File: src/rtl/core/sort_order_detector_assert.svh
// Assertion macros for the sort order detector
`ifndef SORT_ORDER_DETECTOR_ASSERT_SVH
`define SORT_ORDER_DETECTOR_ASSERT_SVH
`ifndef SYNTHESIS
// check outside reset
`define SOD_ASSERT(lbl, prop, msg) \
  lbl: assert property (@(posedge clk) disable iff (rst) prop) else $error(msg);
// check on every edge, reset included
`define SOD_ASSERT_ALWAYS(lbl, prop, msg) \
  lbl: assert property (@(posedge clk) prop) else $error(msg);
`else
`define SOD_ASSERT(lbl, prop, msg)
`define SOD_ASSERT_ALWAYS(lbl, prop, msg)
`endif
`endif

File: src/rtl/core/sod_pkg.sv
// Shared types and constants for the sort order detector
`timescale 1ns / 1ps
package sod_pkg;
  localparam int COORD_WIDTH_DEF = 32;
  localparam int FIELD_WIDTH     = 32;
  localparam int ORDER_COUNT     = 8;
  localparam int CODE_WIDTH      = 3;
  localparam logic [ORDER_COUNT-1:0] ALIVE_RESET = 8'hFF;
  localparam logic [CODE_WIDTH-1:0]  CODE_2D_UP   = 3'd4;
  localparam logic [CODE_WIDTH-1:0]  CODE_2D_DOWN = 3'd6;

  // previous pair against current pair, signed
  typedef struct packed {
    logic line_lt;
    logic line_eq;
    logic line_gt;
    logic trace_lt;
    logic trace_eq;
    logic trace_gt;
  } cmp_t;

  typedef struct packed {
    logic store;
    logic decided;
    logic inconsistent;
  } upd_t;
endpackage

File: src/rtl/core/sod_compare.sv
// Signed compares of the previous coordinate pair against the current one
`timescale 1ns / 1ps
module sod_compare #(
  parameter int COORD_WIDTH = sod_pkg::COORD_WIDTH_DEF
) (
  input  logic [COORD_WIDTH-1:0] prev_line,
  input  logic [COORD_WIDTH-1:0] prev_trace,
  input  logic [COORD_WIDTH-1:0] cur_line,
  input  logic [COORD_WIDTH-1:0] cur_trace,
  output sod_pkg::cmp_t          cmp
);
  always_comb begin
    cmp.line_lt  = $signed(prev_line) < $signed(cur_line);
    cmp.line_eq  = prev_line == cur_line;
    cmp.line_gt  = $signed(prev_line) > $signed(cur_line);
    cmp.trace_lt = $signed(prev_trace) < $signed(cur_trace);
    cmp.trace_eq = prev_trace == cur_trace;
    cmp.trace_gt = $signed(prev_trace) > $signed(cur_trace);
  end
endmodule

File: src/rtl/core/sod_update.sv
// Candidate pruning, restore on no survivor, and order code selection
`timescale 1ns / 1ps
module sod_update (
  input  sod_pkg::cmp_t                         cmp,
  input  logic [sod_pkg::ORDER_COUNT-1:0]       alive,
  input  logic                                  two_d_mode,
  input  logic                                  line_undefined,
  input  logic                                  trace_undefined,
  input  logic                                  prev_line_known,
  input  logic                                  prev_trace_known,
  output sod_pkg::upd_t                         upd,
  output logic [sod_pkg::ORDER_COUNT-1:0]       alive_next,
  output logic [sod_pkg::CODE_WIDTH-1:0]        order_code
);
  logic [sod_pkg::ORDER_COUNT-1:0] fit_all;
  logic [sod_pkg::ORDER_COUNT-1:0] fit_mask;
  logic [sod_pkg::ORDER_COUNT-1:0] highest;
  logic                            learn;
  logic                            single;

  // each order code: bit 2 crossline-major, bit 1 crosslines descend, bit 0 inlines descend
  always_comb begin
    logic [sod_pkg::CODE_WIDTH-1:0] c;
    logic l_lt;
    logic t_lt;
    for (int i = 0; i < sod_pkg::ORDER_COUNT; i++) begin
      c    = sod_pkg::CODE_WIDTH'(i);
      l_lt = c[0] ? cmp.line_gt : cmp.line_lt;
      t_lt = c[1] ? cmp.trace_gt : cmp.trace_lt;
      if (c[2]) begin
        fit_all[i] = t_lt || (cmp.trace_eq && (l_lt || cmp.line_eq));
      end else begin
        fit_all[i] = l_lt || (cmp.line_eq && (t_lt || cmp.trace_eq));
      end
    end
  end

  // highest live candidate, kept when nothing survives
  always_comb begin
    highest = '0;
    for (int i = 0; i < sod_pkg::ORDER_COUNT; i++) begin
      if (alive[i]) begin
        highest = sod_pkg::ORDER_COUNT'(1) << i;
      end
    end
  end

  assign fit_mask = trace_undefined ? '0 : (alive & fit_all);
  assign single   = $onehot(fit_mask);
  assign learn    = cmp.line_eq && (trace_undefined || !cmp.trace_eq);

  always_comb begin
    upd        = '0;
    alive_next = alive;
    priority if (line_undefined) begin
      upd = '0;
    end else if (!prev_line_known || !prev_trace_known) begin
      upd.store = 1'b1;
    end else if (two_d_mode) begin
      upd.store = 1'b1;
      if (learn) begin
        upd.decided   = 1'b1;
        alive_next[0] = trace_undefined || cmp.trace_lt;
      end
    end else if (fit_mask == '0) begin
      upd.inconsistent = 1'b1;
      alive_next       = highest;
    end else begin
      upd.store   = 1'b1;
      upd.decided = single;
      alive_next  = fit_mask;
    end
  end

  always_comb begin
    order_code = '0;
    if (two_d_mode) begin
      order_code = alive_next[0] ? sod_pkg::CODE_2D_UP : sod_pkg::CODE_2D_DOWN;
    end else begin
      for (int i = sod_pkg::ORDER_COUNT - 1; i >= 0; i--) begin
        if (alive_next[i]) begin
          order_code = sod_pkg::CODE_WIDTH'(i);
        end
      end
    end
  end
endmodule

File: src/rtl/core/sort_order_detector.sv
// Sort order detector: narrows eight candidate sort orders over a coordinate stream
// Input stream s_axis: one word per trace, carrying the line and trace numbers
// and their undefined flags. Output stream m_axis: one word per input word,
// in order, with the decided and inconsistent flags, the order code (in 3-D
// mode the lowest live one) and the live candidate mask after that trace.
// cfg_wen/cfg_wdata write the mode bit (1 = 2-D line/trace, 0 = 3-D); write
// it only while no word is in flight. It does not clear the candidate state.
// Flow: a word accepted into the input register is evaluated against the stored
// previous pair and moves into the output register once that register is free
// or its word is being taken; its result is then offered on m_axis.
// Throughput: one word per cycle while m_axis_tready stays high; the input register
// and the output register each hold one word, and the candidate state loops back
// through one compare pair and the pruning logic combinationally.
// Reset (rst, synchronous) empties both registers, marks the previous pair as
// unknown, sets all eight candidates live and selects 3-D mode.
// When m_axis_tready is low the output word holds; one more word is taken
// into the input register, then s_axis_tready drops until the result is taken.
`timescale 1ns / 1ps
module sort_order_detector #(
  parameter int COORD_WIDTH = sod_pkg::COORD_WIDTH_DEF
) (
  input  logic        clk,
  input  logic        rst,
  input  logic        cfg_wen,
  input  logic        cfg_wdata,      // two_d_mode
  input  logic        s_axis_tvalid,
  output logic        s_axis_tready,
  input  logic [63:0] s_axis_tdata,   // [31:0] line_number, [63:32] trace_number
  input  logic [1:0]  s_axis_tuser,   // [0] line_undefined, [1] trace_undefined
  output logic        m_axis_tvalid,
  input  logic        m_axis_tready,
  output logic [15:0] m_axis_tdata,   // [2:0] order_code, [10:3] alive_mask, zero above
  output logic [1:0]  m_axis_tuser    // [0] decided, [1] inconsistent
);
  localparam int FW = sod_pkg::FIELD_WIDTH;
  localparam int NO = sod_pkg::ORDER_COUNT;
  localparam int CW = sod_pkg::CODE_WIDTH;

  logic                   two_d_mode;
  logic                   in_valid;
  logic [COORD_WIDTH-1:0] in_line;
  logic [COORD_WIDTH-1:0] in_trace;
  logic                   in_ludf;
  logic                   in_tudf;
  logic [COORD_WIDTH-1:0] prev_line;
  logic [COORD_WIDTH-1:0] prev_trace;
  logic                   prev_line_known;
  logic                   prev_trace_known;
  logic [NO-1:0]          alive;
  logic [NO-1:0]          alive_next;
  logic [CW-1:0]          code_next;
  logic                   out_valid;
  logic                   out_decided;
  logic                   out_incons;
  logic [CW-1:0]          out_code;
  logic [NO-1:0]          out_alive;
  logic                   advance;
  sod_pkg::cmp_t          cmp;
  sod_pkg::upd_t          upd;

  assign advance       = in_valid && (!out_valid || m_axis_tready);
  assign s_axis_tready = !in_valid || advance;

  always_ff @(posedge clk) begin
    if (rst) begin
      two_d_mode <= 1'b0;
    end else if (cfg_wen) begin
      two_d_mode <= cfg_wdata;
    end
  end

  // input register
  always_ff @(posedge clk) begin
    if (rst) begin
      in_valid <= 1'b0;
    end else if (s_axis_tready) begin
      in_valid <= s_axis_tvalid;
    end
  end

  always_ff @(posedge clk) begin
    if (s_axis_tready && s_axis_tvalid) begin
      in_line  <= s_axis_tdata[COORD_WIDTH-1:0];
      in_trace <= s_axis_tdata[FW +: COORD_WIDTH];
      in_ludf  <= s_axis_tuser[0];
      in_tudf  <= s_axis_tuser[1];
    end
  end

  sod_compare #(
    .COORD_WIDTH (COORD_WIDTH)
  ) u_compare (
    .prev_line  (prev_line),
    .prev_trace (prev_trace),
    .cur_line   (in_line),
    .cur_trace  (in_trace),
    .cmp        (cmp)
  );

  sod_update u_update (
    .cmp              (cmp),
    .alive            (alive),
    .two_d_mode       (two_d_mode),
    .line_undefined   (in_ludf),
    .trace_undefined  (in_tudf),
    .prev_line_known  (prev_line_known),
    .prev_trace_known (prev_trace_known),
    .upd              (upd),
    .alive_next       (alive_next),
    .order_code       (code_next)
  );

  // candidate state and previous pair
  always_ff @(posedge clk) begin
    if (rst) begin
      alive            <= sod_pkg::ALIVE_RESET;
      prev_line_known  <= 1'b0;
      prev_trace_known <= 1'b0;
    end else if (advance) begin
      alive <= alive_next;
      if (upd.store) begin
        prev_line_known  <= 1'b1;
        prev_trace_known <= !in_tudf;
      end
    end
  end

  always_ff @(posedge clk) begin
    if (advance && upd.store) begin
      prev_line  <= in_line;
      prev_trace <= in_tudf ? '0 : in_trace;
    end
  end

  // output register
  always_ff @(posedge clk) begin
    if (rst) begin
      out_valid <= 1'b0;
    end else if (advance) begin
      out_valid <= 1'b1;
    end else if (m_axis_tready) begin
      out_valid <= 1'b0;
    end
  end

  always_ff @(posedge clk) begin
    if (advance) begin
      out_decided <= upd.decided;
      out_incons  <= upd.inconsistent;
      out_code    <= code_next;
      out_alive   <= alive_next;
    end
  end

  assign m_axis_tvalid = out_valid;
  assign m_axis_tdata  = {5'b0, out_alive, out_code};
  assign m_axis_tuser  = {out_incons, out_decided};

`include "sort_order_detector_assert.svh"

  `SOD_ASSERT(a_flags_exclusive, out_valid |-> !(out_decided && out_incons), "both flags set")
  `SOD_ASSERT(a_incons_restore, out_valid && out_incons |-> $onehot0(out_alive), "bad restore")
  `SOD_ASSERT_ALWAYS(a_reset_state, rst |=> (alive == sod_pkg::ALIVE_RESET) && !prev_line_known, "reset state")
  `SOD_ASSERT(a_incons_no_store, advance && upd.inconsistent |=> $stable(prev_line) && $stable(prev_trace), "pair moved")
endmodule
File: config.mk
export PLATFORM = sky130hd
export DESIGN_NAME = sort_order_detector
export DESIGN_NICKNAME = d
export VERILOG_FILES = /design/src/rtl/core/sod_pkg.sv /design/src/rtl/core/sod_compare.sv /design/src/rtl/core/sod_update.sv /design/src/rtl/core/sort_order_detector.sv
export VERILOG_INCLUDE_DIRS = /design/src /design/src/rtl/core
export SDC_FILE = /design/constraint.sdc
export NUM_CORES = 1
export LEC_CHECK = 0
export BUFFER_PORTS_ARGS = -buffer_cell sky130_fd_sc_hd__buf_2
export CELL_PAD_IN_SITES_DETAIL_PLACEMENT = 0
export CELL_PAD_IN_SITES_GLOBAL_PLACEMENT = 1
export CORE_ASPECT_RATIO = 0.75
export CORE_MARGIN = 1
export CORE_UTILIZATION = 40
export DETAILED_ROUTE_END_ITERATION = 12
export PLACE_DENSITY = 0.68
export RECOVER_POWER = 50
export SYNTH_ARGS = -nofsm -noshare
export SYNTH_HDL_FRONTEND = slang
export SYNTH_SLANG_ARGS = --single-unit
File: constraint.sdc
create_clock -name clk -period 6.8 [get_ports clk]
set_input_delay 0.68 -clock clk [delete_from_list [all_inputs] [get_ports clk]]
set_output_delay 0.68 -clock clk [all_outputs]
set_load 0.01 [all_outputs]
==> flow_summary.json <==
{
  "wirelength_mm": 14.6,
  "global_route.usage.total_pct": 16.6,
  "finalHoldViolations": 0,
  "core_mm2": 0.0185,
  "grt_antenna_before_repair": 0,
  "drt-pass1-iter-count": 5,
  "post_cts.resized_instances": 0,
  "dpl.hpwl_mm": 10.6,
  "failing_checks": "max-capacitance violations, max-slew violations",
  "clock_skew_ns": 0.00635,
  "port_buffers": 86,
  "critPathRequiredTime_ns": 7.07,
  "post-place-cells": 921,
  "detail_route.vias_per_cell": 4.89,
  "rsz_0062_raised_after_global_routing": "false",
  "via_count": 4662,
  "tritoncts": "done",
  "area_growth_pct": 16.0,
  "fin_setup_tns_ns": 0,
  "cp.arrival_ns": 5.67,
  "antenna_cells": 0,
  "worst_setup_hold_path_clk_slew_ns": 0.06,
  "timing.critical_path.from_type": "flip-flop",
  "detail_route.iter0.violations": 228,
  "synth.distinct_cells": 67,
  "grt_pass1_vias": 4803,
  "filler_cell_count": 1690,
  "fp.dieH_um": 121,
  "pwr_density_cell_mw_per_mm2": 256,
  "run_status": "finished with violations",
  "post-route-min-period_ns": 5.40,
  "cts_setup_buffers": 0,
  "sequential_share_of_the_synthesized_area_pct": 60.2,
  "die_x_um": 161,
  "layout.cells.non_filler": 953,
  "placement.cell_area_mm2": 0.00825,
  "final_nets": 843,
  "last_weighted_congestion_value_of_the_routability_driven_placer": 0.855,
  "max-vdd-ir-drop_v": 0.000153,
  "fin_crit_sh_pct": 79.4,
  "start_util_pct": 40.9,
  "h-tree-depth": 4,
  "grt_max_degree": 67,
  "ys_async_sr_fraction_pct": 0,
  "total_leakage_power_nw": 3.57,
  "average_detailed_routed_wire_length_per_instance_um": 15.3,
  "hold_class": "input port to flip-flop",
  "final_core_util_pct": 47.4,
  "syn-cell-area_mm2": 0.00757,
  "remaining_global_route_overflow": 0,
  "worst_path_class_setup": "flip-flop to flip-flop",
  "clock_path_buffers": 2,
  "timing.critical_path.to_type": "flip-flop",
  "worst_pin_slew_ns": 3.67,
  "count_of_flip_flops_with_a_built_in_enable_after_synthesis": 143,
  "die_area_mm2": 0.0195,
  "synth_cells": 596,
  "cts.hold.buffers_added": 0,
  "drive_above_1_share_pct": 17.6,
  "ys_seq_elements": 156,
  "slew_violations": 100,
  "clk-insertion-delay-late_ns": 0.42,
  "final_setup_fails": 0,
  "ys.flop_type": "edfxtp_1",
  "floorplan.rows": 43,
  "cts_made_buffers": 17,
  "drc": 0,
  "max-slew-margin-rel_pct": -145,
  "cap_violations": 2,
  "design.portCount": 92,
  "post_synth.cell_area_avg_um2": 12.7,
  "first_pass_grt_wire_length_mm": 24.6,
  "cts.sink_count": 156,
  "final_area_mm2": 0.00878,
  "cts_root_buf": "clkbuf_16",
  "ys_warn_count": 0,
  "achievable-frequency_ghz": 0.185,
  "maximum_net_fanout_on_the_critical_path": 6,
  "drtAntennaViolNets": 0
}
## where the power goes
| group | total (mW) | switching (mW) | internal, mW | leakage (nW) |
|---|---|---|---|---|
| logic | 0.215 | 0.129 | 0.0861 | 1.84 |
| registers | 1.12 | 0.0185 | 1.10 | 1.45 |
| clock network | 0.916 | 0.379 | 0.538 | 0.277 |
| total | 2.25 | 0.526 | 1.72 | 3.57 |
## worst paths after layout
path | start | to | slack, ns | depth (start not counted)
worst min-delay path | s_axis_tdata[6] | in_line[6]$_DFFE_PP_ | 0.43 | 1
worst min register to register | in_line[26]$_DFFE_PP_ | prev_line[26]$_DFFE_PP_ | 0.45 | 0
worst max-delay path | in_line[30]$_DFFE_PP_ | out_decided$_SDFFCE_PP0P_ | 1.40 | 20
worst max register to register | in_line[30]$_DFFE_PP_ | out_decided$_SDFFCE_PP0P_ | 1.40 | 20
## flip-flops by register name (all words and copies together), names as in the netlist
name and cells:
prev_trace_known 1, in_valid 1, prev_line_known 1, in_line 32, in_ludf 1, prev_trace 32
out_incons 1, in_tudf 1, in_trace 32, alive 8, prev_line 32, two_d_mode 1
m_axis_tvalid 1, out_alive 8, out_code 3, out_decided 1
## cells by family (layout without fill, tap and decap cells)
logic type | Yosys count | in the layout | share of synthesized area, %
fa+ha+maj | 78 | 78 | 13.3
flops | 156 | 156 | 60.2
buf+inv | 103 | 209 | 5.64
other cells | 1 | 5 | 0.0495
compound gates | 88 | 88 | 8.79
simple gates | 167 | 167 | 11.7
mux | 3 | 3 | 0.397
## worst max-delay path: stages, from the launching register on
cell	delay, ns
edfxtp_1	0.35
inv_1	0.06
ha_1	0.33
nand4_1	0.22
nor4_1	0.61
nand3_1	0.27
and4_4	0.30
or2_2	0.29
or3b_2	0.47
inv_1	0.07
ha_1	0.23
fa_1	0.40
inv_1	0.09
fa_1	0.41
inv_1	0.07
ha_1	0.14
inv_1	0.04
fa_1	0.46
and4b_1	0.19
nand3_1	0.08
a21oi_1	0.16
## stage by stage
stage | hold slack (ns) | setup WS, ns | power (mW)
after floorplan | 0.426 | 1.70 | 1.28
after global placement | 0.432 | 1.42 | 1.35
after detailed placement | 0.434 | 1.39 | 1.35
after CTS | 0.409 | 1.36 | 2.27
after global routing | 0.406 | 1.03 | 2.34
final | 0.430 | 1.40 | 2.25
## Yosys cell counts (all sizes together) (3+ instances only)
| master | number | area [um^2] |
|---|---|---|
| inv | 87 | 327 |
| o211ai | 5 | 37.5 |
| a221o | 3 | 30.0 |
| or3 | 6 | 45.0 |
| a21o | 4 | 30.0 |
| fa | 4 | 80.1 |
| nor2 | 53 | 199 |
| buf | 8 | 60.1 |
| o21ai | 17 | 85.1 |
| a211oi | 5 | 47.5 |
| mux2i | 3 | 30.0 |
| clkbuf | 7 | 36.3 |
| and2 | 3 | 20.0 |
| nand2b | 6 | 40.0 |
| dfxtp | 13 | 260 |
| nand2 | 30 | 113 |
| ha | 74 | 926 |
| a21oi | 27 | 135 |
| or3b | 3 | 26.3 |
| nor4 | 7 | 56.3 |
| or2 | 5 | 31.3 |
| nand3 | 14 | 70.1 |
| nor2b | 3 | 18.8 |
| nor3 | 10 | 50.1 |
| and4 | 4 | 38.8 |
| nand4 | 15 | 93.8 |
| edfxtp | 143 | 4290 |
| o31ai | 4 | 30.0 |
| nand3b | 3 | 22.5 |
## layout make-up
type	count	area (um^2)	area share, %
flip-flops and latches	156	4550	51.9
multi-input cells	341	2610	29.7
clock buffers	20	437	4.98
repair buffers	89	418	4.76
inverters	88	330	3.76
well taps	247	309	3.52
clock inverters	12	123	1.40
## layout by cell type (no fill, tap or decap), types with 13 or more instances in the layout
cell,instances
edfxtp_1,143
inv_1,87
ha_1,74
buf_2,64
nor2_1,53
nand2_1,30
a21oi_1,27
clkbuf_1,25
clkbuf_16,17
o21ai_0,16
nand4_1,15
nand3_1,14
dfxtp_1,13
## layer usage
metal	wire [um]	track usage (%)	vias up
met1	7640	23.1	2227
met3	406	3.18	13
met4	156	6.19	0
met5	0	0	-
met2	6420	25.6	68
li1	-	-	2354
No activity file was read; power rests on OpenSTA's default activity.
